### src/rtl/hsv_pkg.sv
// Shared types and constants for the HSV to RGB converter.
package hsv_pkg;

  // Field widths
  localparam int unsigned HUE_W  = 14;
  localparam int unsigned PCT_W  = 12;
  localparam int unsigned CHAN_W = 8;

  // Pipeline depth
  localparam int unsigned NUM_STG = 7;

  // Clamped value widths
  localparam int unsigned HC_W   = 13;   // clamped hue, 0..5760
  localparam int unsigned PC_W   = 11;   // clamped percent, 0..1600
  localparam int unsigned HM_W   = 11;   // hue mod 1920
  localparam int unsigned DIST_W = 10;   // 0..960
  localparam int unsigned TERM_W = 21;   // 1536000 - s*d
  localparam int unsigned NUM_W  = 32;   // v * term
  localparam int unsigned QT_W   = 18;   // (17*num) >> 18

  // Ranges in input units
  localparam logic [HC_W-1:0] HUE_MAX  = 13'd5760;
  localparam logic [PC_W-1:0] PCT_MAX  = 11'd1600;
  localparam logic [HC_W-1:0] HALF_SECT = 13'd960;
  localparam logic [HC_W-1:0] FULL_SECT = 13'd1920;

  // Channel scale: 255/(1600*1600*960) = 17/(2^18 * 625)
  localparam logic [TERM_W-1:0] TERM_FULL = 21'd1536000;  // 960*1600
  localparam logic [4:0]        SCALE_MUL = 5'd17;
  localparam int unsigned       SCALE_SHR = 18;
  localparam logic [9:0]        DIV_C     = 10'd625;
  localparam logic [14:0]       DIV_RECIP = 15'd26843;    // floor(2^24/625)
  localparam int unsigned       RECIP_SHR = 24;

  // Hue sectors, 60 degrees each
  typedef enum logic [2:0] {
    SECT_RY, SECT_YG, SECT_GC, SECT_CB, SECT_BM, SECT_MR
  } hsv_sector_e;

  // Stage advance strobes for the channel back end
  typedef struct packed {
    logic s4;
    logic s5;
    logic s6;
    logic s7;
  } hsv_adv_t;

endpackage

### src/rtl/hsv_if.sv
// Valid/ready channel interfaces for HSV input and RGB output words.
interface hsv_pix_if;
  import hsv_pkg::*;
  logic                     valid;
  logic                     ready;
  logic signed [HUE_W-1:0]  hue;
  logic signed [PCT_W-1:0]  saturation;
  logic signed [PCT_W-1:0]  brightness;

  modport source (output valid, hue, saturation, brightness, input ready);
  modport sink   (input valid, hue, saturation, brightness, output ready);
endinterface

interface hsv_rgb_if;
  import hsv_pkg::*;
  logic              valid;
  logic              ready;
  logic [CHAN_W-1:0] red;
  logic [CHAN_W-1:0] green;
  logic [CHAN_W-1:0] blue;

  modport source (output valid, red, green, blue, input ready);
  modport sink   (input valid, red, green, blue, output ready);
endinterface

### src/rtl/hsv_chan.sv
// One color channel back end: v*term, scale by 17/2^18, divide by 625.
module hsv_chan (
  input  logic                        clk_i,
  input  hsv_pkg::hsv_adv_t           adv_i,
  input  logic [hsv_pkg::TERM_W-1:0]  term_i,
  input  logic [hsv_pkg::PC_W-1:0]    bri_i,
  output logic [hsv_pkg::CHAN_W-1:0]  chan_o
);
  import hsv_pkg::*;

  logic [NUM_W-1:0]      num_q, num_d;
  logic [QT_W-1:0]       qt_q, qt_d, qt6_q;
  logic [CHAN_W-1:0]     est_q, est_d;
  logic [CHAN_W-1:0]     chan_q, chan_d;
  logic [NUM_W+4:0]      scaled;
  logic [QT_W+14:0]      recip_prod;
  logic [QT_W-1:0]       rem;

  // Stage 4: numerator over the common denominator
  assign num_d = NUM_W'(bri_i) * NUM_W'(term_i);

  // Stage 5: times 17, drop 2^18
  assign scaled = (NUM_W+5)'(num_q) * (NUM_W+5)'(SCALE_MUL);
  assign qt_d   = QT_W'(scaled >> SCALE_SHR);

  // Stage 6: reciprocal estimate of qt/625, low by at most one
  assign recip_prod = (QT_W+15)'(qt_q) * (QT_W+15)'(DIV_RECIP);
  assign est_d      = CHAN_W'(recip_prod >> RECIP_SHR);

  // Stage 7: remainder check fixes the estimate
  assign rem = qt6_q - QT_W'(est_q) * QT_W'(DIV_C);
  always_comb begin
    chan_d = est_q;
    if (rem >= QT_W'(DIV_C)) begin
      chan_d = est_q + CHAN_W'(1);
    end
  end

  always_ff @(posedge clk_i) begin
    if (adv_i.s4) num_q <= num_d;
    if (adv_i.s5) qt_q  <= qt_d;
    if (adv_i.s6) begin
      est_q <= est_d;
      qt6_q <= qt_q;
    end
    if (adv_i.s7) chan_q <= chan_d;
  end

  assign chan_o = chan_q;

endmodule

### src/rtl/hsv_to_rgb_convert.sv
// Top level: pipelined HSV to 8-bit RGB pixel converter.
//
//   channel | dir | fields                        | handshake
//   pix_i   | in  | hue, saturation, brightness   | valid/ready
//   rgb_o   | out | red, green, blue              | valid/ready
//
// Seven register stages: one word enters per cycle unless back-pressure
// from the output holds the stages full. Stages 4..7 sit in one channel unit per
// color; the widest step is the 11x21 product in stage 4.
// rst_ni clears only the stage valid bits; data registers are not reset.
// Each stage holds while it is full and the stage after it cannot take,
// so empty stages still fill while the output waits.
module hsv_to_rgb_convert (
  input  logic       clk_i,
  input  logic       rst_ni,
  hsv_pix_if.sink    pix_i,
  hsv_rgb_if.source  rgb_o
);
  import hsv_pkg::*;

  logic [NUM_STG:1] vld_q;
  logic [NUM_STG:1] rdy;

  // Stage 1 regs
  logic [HC_W-1:0]   h1_q, h1_d;
  logic [PC_W-1:0]   s1_q, s1_d, v1_q, v1_d;
  // Stage 2 regs
  hsv_sector_e       sec2_q, sec2_d;
  logic [DIST_W-1:0] dist2_q, dist2_d;
  logic [PC_W-1:0]   s2_q, v2_q;
  // Stage 3 regs
  logic [TERM_W-1:0] tr3_q, tg3_q, tb3_q, tr3_d, tg3_d, tb3_d;
  logic [PC_W-1:0]   v3_q;

  logic [HM_W-1:0]   hm;
  logic [DIST_W-1:0] dr, dg, db;
  hsv_adv_t          adv;

  // Ready chain from the output back
  always_comb begin
    rdy[NUM_STG] = !vld_q[NUM_STG] || rgb_o.ready;
    for (int i = NUM_STG-1; i >= 1; i--) begin
      rdy[i] = !vld_q[i] || rdy[i+1];
    end
  end

  assign pix_i.ready = rdy[1];

  always_ff @(posedge clk_i or negedge rst_ni) begin
    if (!rst_ni) begin
      vld_q <= '0;
    end else begin
      if (rdy[1]) vld_q[1] <= pix_i.valid;
      for (int i = 2; i <= NUM_STG; i++) begin
        if (rdy[i]) vld_q[i] <= vld_q[i-1];
      end
    end
  end

  // Stage 1: clamp inputs
  always_comb begin
    if (pix_i.hue < 0) begin
      h1_d = '0;
    end else if (pix_i.hue > $signed({1'b0, HUE_MAX})) begin
      h1_d = HUE_MAX;
    end else begin
      h1_d = pix_i.hue[HC_W-1:0];
    end
    if (pix_i.saturation < 0) begin
      s1_d = '0;
    end else if (pix_i.saturation > $signed({1'b0, PCT_MAX})) begin
      s1_d = PCT_MAX;
    end else begin
      s1_d = pix_i.saturation[PC_W-1:0];
    end
    if (pix_i.brightness < 0) begin
      v1_d = '0;
    end else if (pix_i.brightness > $signed({1'b0, PCT_MAX})) begin
      v1_d = PCT_MAX;
    end else begin
      v1_d = pix_i.brightness[PC_W-1:0];
    end
  end

  // Stage 2: sector, hue mod 120 degrees, distance from the middle of that 120-degree span
  always_comb begin
    if (h1_q < HALF_SECT) begin
      sec2_d = SECT_RY;
    end else if (h1_q < FULL_SECT) begin
      sec2_d = SECT_YG;
    end else if (h1_q < FULL_SECT + HALF_SECT) begin
      sec2_d = SECT_GC;
    end else if (h1_q < 13'(2 * FULL_SECT)) begin
      sec2_d = SECT_CB;
    end else if (h1_q < 13'(2 * FULL_SECT) + HALF_SECT) begin
      sec2_d = SECT_BM;
    end else begin
      sec2_d = SECT_MR;
    end

    if (h1_q < FULL_SECT) begin
      hm = HM_W'(h1_q);
    end else if (h1_q < 13'(2 * FULL_SECT)) begin
      hm = HM_W'(h1_q - FULL_SECT);
    end else if (h1_q < HUE_MAX) begin
      hm = HM_W'(h1_q - 13'(2 * FULL_SECT));
    end else begin
      hm = '0;
    end

    if (hm >= HM_W'(HALF_SECT)) begin
      dist2_d = DIST_W'(hm - HM_W'(HALF_SECT));
    end else begin
      dist2_d = DIST_W'(HM_W'(HALF_SECT) - hm);
    end
  end

  // Stage 3: per channel d is 0 for C, dist for X, 960 for zero;
  // term = 960*1600 - s*d
  always_comb begin
    case (sec2_q)
      SECT_RY: begin dr = '0;      dg = dist2_q;           db = DIST_W'(HALF_SECT); end
      SECT_YG: begin dr = dist2_q; dg = '0;                db = DIST_W'(HALF_SECT); end
      SECT_GC: begin dr = DIST_W'(HALF_SECT); dg = '0;     db = dist2_q;            end
      SECT_CB: begin dr = DIST_W'(HALF_SECT); dg = dist2_q; db = '0;                end
      SECT_BM: begin dr = dist2_q; dg = DIST_W'(HALF_SECT); db = '0;                end
      SECT_MR: begin dr = '0;      dg = DIST_W'(HALF_SECT); db = dist2_q;           end
      default: begin dr = '0;      dg = '0;                db = '0;                 end
    endcase
    tr3_d = TERM_FULL - TERM_W'(s2_q) * TERM_W'(dr);
    tg3_d = TERM_FULL - TERM_W'(s2_q) * TERM_W'(dg);
    tb3_d = TERM_FULL - TERM_W'(s2_q) * TERM_W'(db);
  end

  always_ff @(posedge clk_i) begin
    if (rdy[1]) begin
      h1_q <= h1_d;
      s1_q <= s1_d;
      v1_q <= v1_d;
    end
    if (rdy[2]) begin
      sec2_q  <= sec2_d;
      dist2_q <= dist2_d;
      s2_q    <= s1_q;
      v2_q    <= v1_q;
    end
    if (rdy[3]) begin
      tr3_q <= tr3_d;
      tg3_q <= tg3_d;
      tb3_q <= tb3_d;
      v3_q  <= v2_q;
    end
  end

  // Back end strobes
  assign adv.s4 = rdy[4];
  assign adv.s5 = rdy[5];
  assign adv.s6 = rdy[6];
  assign adv.s7 = rdy[7];

  hsv_chan u_red (
    .clk_i  (clk_i),
    .adv_i  (adv),
    .term_i (tr3_q),
    .bri_i  (v3_q),
    .chan_o (rgb_o.red)
  );

  hsv_chan u_green (
    .clk_i  (clk_i),
    .adv_i  (adv),
    .term_i (tg3_q),
    .bri_i  (v3_q),
    .chan_o (rgb_o.green)
  );

  hsv_chan u_blue (
    .clk_i  (clk_i),
    .adv_i  (adv),
    .term_i (tb3_q),
    .bri_i  (v3_q),
    .chan_o (rgb_o.blue)
  );

  assign rgb_o.valid = vld_q[NUM_STG];

endmodule

### src/flat_wrapper.sv
// flat-port wrapper written by rule: the top's interface ports become plain ports
module hsv_to_rgb_convert_flat import hsv_pkg::*;
  (clk_i, rst_ni, pix_i_valid, pix_i_hue, pix_i_saturation, pix_i_brightness, pix_i_ready, rgb_o_valid, rgb_o_red, rgb_o_green, rgb_o_blue, rgb_o_ready);
  hsv_pix_if pix_i_i ();
  hsv_rgb_if rgb_o_i ();
  input  logic clk_i;
  input  logic rst_ni;
  input wire logic [$bits(pix_i_i.valid)-1:0] pix_i_valid;
  input wire logic [$bits(pix_i_i.hue)-1:0] pix_i_hue;
  input wire logic [$bits(pix_i_i.saturation)-1:0] pix_i_saturation;
  input wire logic [$bits(pix_i_i.brightness)-1:0] pix_i_brightness;
  output wire logic [$bits(pix_i_i.ready)-1:0] pix_i_ready;
  output wire logic [$bits(rgb_o_i.valid)-1:0] rgb_o_valid;
  output wire logic [$bits(rgb_o_i.red)-1:0] rgb_o_red;
  output wire logic [$bits(rgb_o_i.green)-1:0] rgb_o_green;
  output wire logic [$bits(rgb_o_i.blue)-1:0] rgb_o_blue;
  input wire logic [$bits(rgb_o_i.ready)-1:0] rgb_o_ready;
  assign pix_i_i.valid = pix_i_valid;
  assign pix_i_i.hue = pix_i_hue;
  assign pix_i_i.saturation = pix_i_saturation;
  assign pix_i_i.brightness = pix_i_brightness;
  assign pix_i_ready = pix_i_i.ready;
  assign rgb_o_valid = rgb_o_i.valid;
  assign rgb_o_red = rgb_o_i.red;
  assign rgb_o_green = rgb_o_i.green;
  assign rgb_o_blue = rgb_o_i.blue;
  assign rgb_o_i.ready = rgb_o_ready;
  hsv_to_rgb_convert u_core (.clk_i(clk_i), .rst_ni(rst_ni), .pix_i(pix_i_i), .rgb_o(rgb_o_i));
endmodule
### config.mk
export PLATFORM = sky130hd
export DESIGN_NAME = hsv_to_rgb_convert_flat
export DESIGN_NICKNAME = d
export VERILOG_FILES = /design/src/rtl/hsv_pkg.sv /design/src/rtl/hsv_if.sv /design/src/rtl/hsv_chan.sv /design/src/rtl/hsv_to_rgb_convert.sv /design/src/flat_wrapper.sv
export SDC_FILE = /design/constraint.sdc
export NUM_CORES = 2
export LEC_CHECK = 0
export BUFFER_PORTS_ARGS = -buffer_cell sky130_fd_sc_hd__buf_4
export CAP_MARGIN = 20
export CORE_MARGIN = 5
export CORE_UTILIZATION = 55
export DETAILED_ROUTE_END_ITERATION = 8
export PLACE_DENSITY = 0.71
export SLEW_MARGIN = 20
export SYNTH_ARGS = -nofsm -noshare
export SYNTH_HDL_FRONTEND = slang
export SYNTH_SLANG_ARGS = --single-unit
### constraint.sdc
create_clock -name clk_i -period 19.45 [get_ports clk_i]
set_input_delay 2.9175 -clock clk_i [delete_from_list [all_inputs] [get_ports clk_i]]
set_output_delay 2.9175 -clock clk_i [all_outputs]
set_load 0.02 [all_outputs]
==> results.ini <==
[placed_design]
place_hpwl_um=113000
place_congestion=0.888
placedCellCount=8539
numPortBuffers=67

[finish]
finalNetCount=9171
insertedDiodeCount=0
finish.utilization_pct=58.2
final_cells=8631
syn_to_final_growth_pct=5.27
drive_gt1_share_pct=3.32

[routing]
ant_nets=0
first_pass_iters=5
wl_met3_um=6340
met2WireLength_um=67500
drc=0
top_layer=met4
dr_total_vias=46438
vias_per_cell=5.38
met1_length_um=61000
drtIter0Drc=2333
avgRoutedWirePerCell_um=16.0
wl_um=138000

[synth]
syn_nets=9248
synthAdderAreaFrac_pct=51.2
synth_warnings=0
syn_area_per_cell_um2=9.90
synth_cell_types=85
muxShareOfSynthArea_pct=0.198
synth_compound_area_share_pct=6.64
syn_inst=7018
synth_ff_type=edfxtp_1
synth-seq-cells=403
async_reset_ff_share_pct=1.74
yosys.area_share.simple_pct=12.1
synth_xor_area_share_pct=3.08
synth_edf_count=396
synth_top_family_by_area=adder cells
syn_area_um2=69400
ys_seq_area_share_pct=17.4

[worst_setup_path]
r2r-end=u_core.u_blue.num_q[21]
reg2reg_from=u_core.v3_q[2]
critPathLaunchType=input pin
endpoint_kind=output pin
arrival_ns=5.51
critPathKind=in -> out
r2r_slack_ns=12.54
cp_max_fo=56
cp.required_ns=16.53
r2r_cells=22
endpoint=pix_i_ready
crit_start=rgb_o_ready

[clock_tree]
cts-root-buf=clkbuf_16
cts_tree=done
clock-sinks=403
htreeDepth=2
cts_buffer_depth=3
cts_buffers=49
hold_buffers=0
cts_setup_buffers=0
cts_resized=0
cts.clk_slew.worst_paths_ns=0.06
clk_latency_ns=0.65

[grt]
gr-total-overflow=0
grt_pass1_vias=49929
gr-usage-all-layers_pct=21.6
antenna_found_initial=0
grt_max_degree=80
grt_pass1_wl_um=240000

[run]
maxCapViolCount=0

[floorplanning]
core_area_um2=126000
die_area_um2=133000
rows=130
initial_core_util_pct=55.3
die_w_um=365
die_h_um=365
num_io_pins=68

[timing]
fin_crit_sh_pct=43.3
fin_setup_tns_ns=0
fmax_mhz=119
setup_viol=0
hold_viol=0
period_minus_slack_ns=8.43
slew-limit-headroom_pct=31.9
finalClockSkew_ns=0.0380
tightest_slew_ns=1.02
slew_viol_final=0
rsz0062_at_grt=no

[run_status]
outcome=completed

[worst_hold_path]
hold_path_class=reg -> reg

-- logic make-up (layout without fill, tap and decap cells) --
group / count (synthesis) / count (layout)
adder cells (fa/ha/maj): 2188 / 2188
AND/OR/NAND/NOR: 1719 / 1719
AO/OA/AOI/OAI: 697 / 697
flip-flops: 403 / 403
buffers and inverters: 1754 / 1717
multiplexers: 13 / 13
XOR/XNOR: 244 / 244
-- cell type report --
type,count,area (um^2)
tap,1650,2060
sequential,403,12100
clock inverter,30,333
clock buffer,61,1310
timing repair buffer,104,801
multi-input combinational,4861,50800
fill,10625,52500
inverter,1522,5710
-- cells in the final DEF (no fill, tap or decap), types with 8 or more instances in the layout --
cell type	n
a21boi_0	21
mux2i_1	10
edfxtp_1	396
clkbuf_1	8
o211ai_1	17
and3_1	120
clkbuf_16	49
nand2b_1	36
and2_1	394
clkinv_2	10
o21bai_1	26
a2111oi_0	8
a31oi_1	25
nor4_1	9
o21ai_0	134
nand3_1	61
nand4_1	23
buf_4	103
a21oi_1	185
o41ai_1	8
inv_1	1521
or3_1	21
nand2_1	729
a211oi_1	28
o21ai_1	8
a21o_1	78
o21a_1	43
or2_2	14
xnor2_1	185
nor2_1	179
xor2_1	59
ha_1	1102
o31ai_1	14
nor2b_1	49
nor3_1	58
fa_1	1086
-- critical path, cell delays in order --
cell,delay (ns)
buf_4,0.11
nor2b_1,0.51
nand3_2,0.12
buf_4,0.36
nor2_1,0.69
nand4_1,0.17
buf_4,0.34
buf_4,0.24
-- per-layer routing --
metal / vias up / global-route usage (%)
met5: - / 0
met1: 23107 / 29.1
met4: 0 / 5.00
li1: 22127 / -
met3: 204 / 2.28
met2: 1000 / 38.0
-- how the worst min path moves through the flow --
stage                               from             end  slack, ns  cells after the start
after floorplan           u_core.s1_q[0]  u_core.s2_q[0]       0.40                      0
after global placement    u_core.s1_q[7]  u_core.s2_q[7]       0.40                      0
after detailed placement  u_core.v1_q[6]  u_core.v2_q[6]       0.40                      0
after CTS                 u_core.v1_q[6]  u_core.v2_q[6]       0.41                      0
after global routing      u_core.v2_q[9]  u_core.v3_q[9]       0.42                      0
final                     u_core.v1_q[6]  u_core.v2_q[6]       0.41                      0
-- registers in the layout (all words and copies together), names as in the netlist, 13 cells and up --
name	count
u_core.tb3_q	21
u_core.u_red.qt_q	18
u_core.tr3_q	21
u_core.u_red.qt6_q	18
u_core.tg3_q	21
u_core.h1_q	13
u_core.u_blue.qt6_q	18
u_core.u_blue.qt_q	18
u_core.u_blue.num_q	32
u_core.u_green.num_q	32
u_core.u_red.num_q	32
u_core.u_green.qt6_q	18
u_core.u_green.qt_q	18
-- synthesized netlist by cell type, drive strengths merged, types with 59 or more instances --
library cell	number	area, um^2
fa	1086	21700
nand3	63	315
nand2	731	2740
ha	1102	13800
and3	120	751
and2	394	2460
inv	1522	5710
xor2	59	517
a21o	79	594
xnor2	185	1620
a21oi	187	940
nor2	180	678
clkbuf	227	852
o21ai	144	728
edfxtp	396	11900
-- metrics by stage --
stage | hold slack [ns] | area, um^2 | worst slack, ns
3_5_place_dp | 0.405 | 71400 | 11.04
2_1_floorplan | 0.400 | 69400 | 10.19
5_1_grt | 0.424 | 73100 | 10.84
6_report | 0.414 | 73100 | 11.02
3_3_place_gp | 0.401 | 71400 | 11.04
4_1_cts | 0.414 | 73100 | 11.03
Power is not shown: default switching activity piles up to over one toggle a cycle in this logic, so the estimate is an artifact.
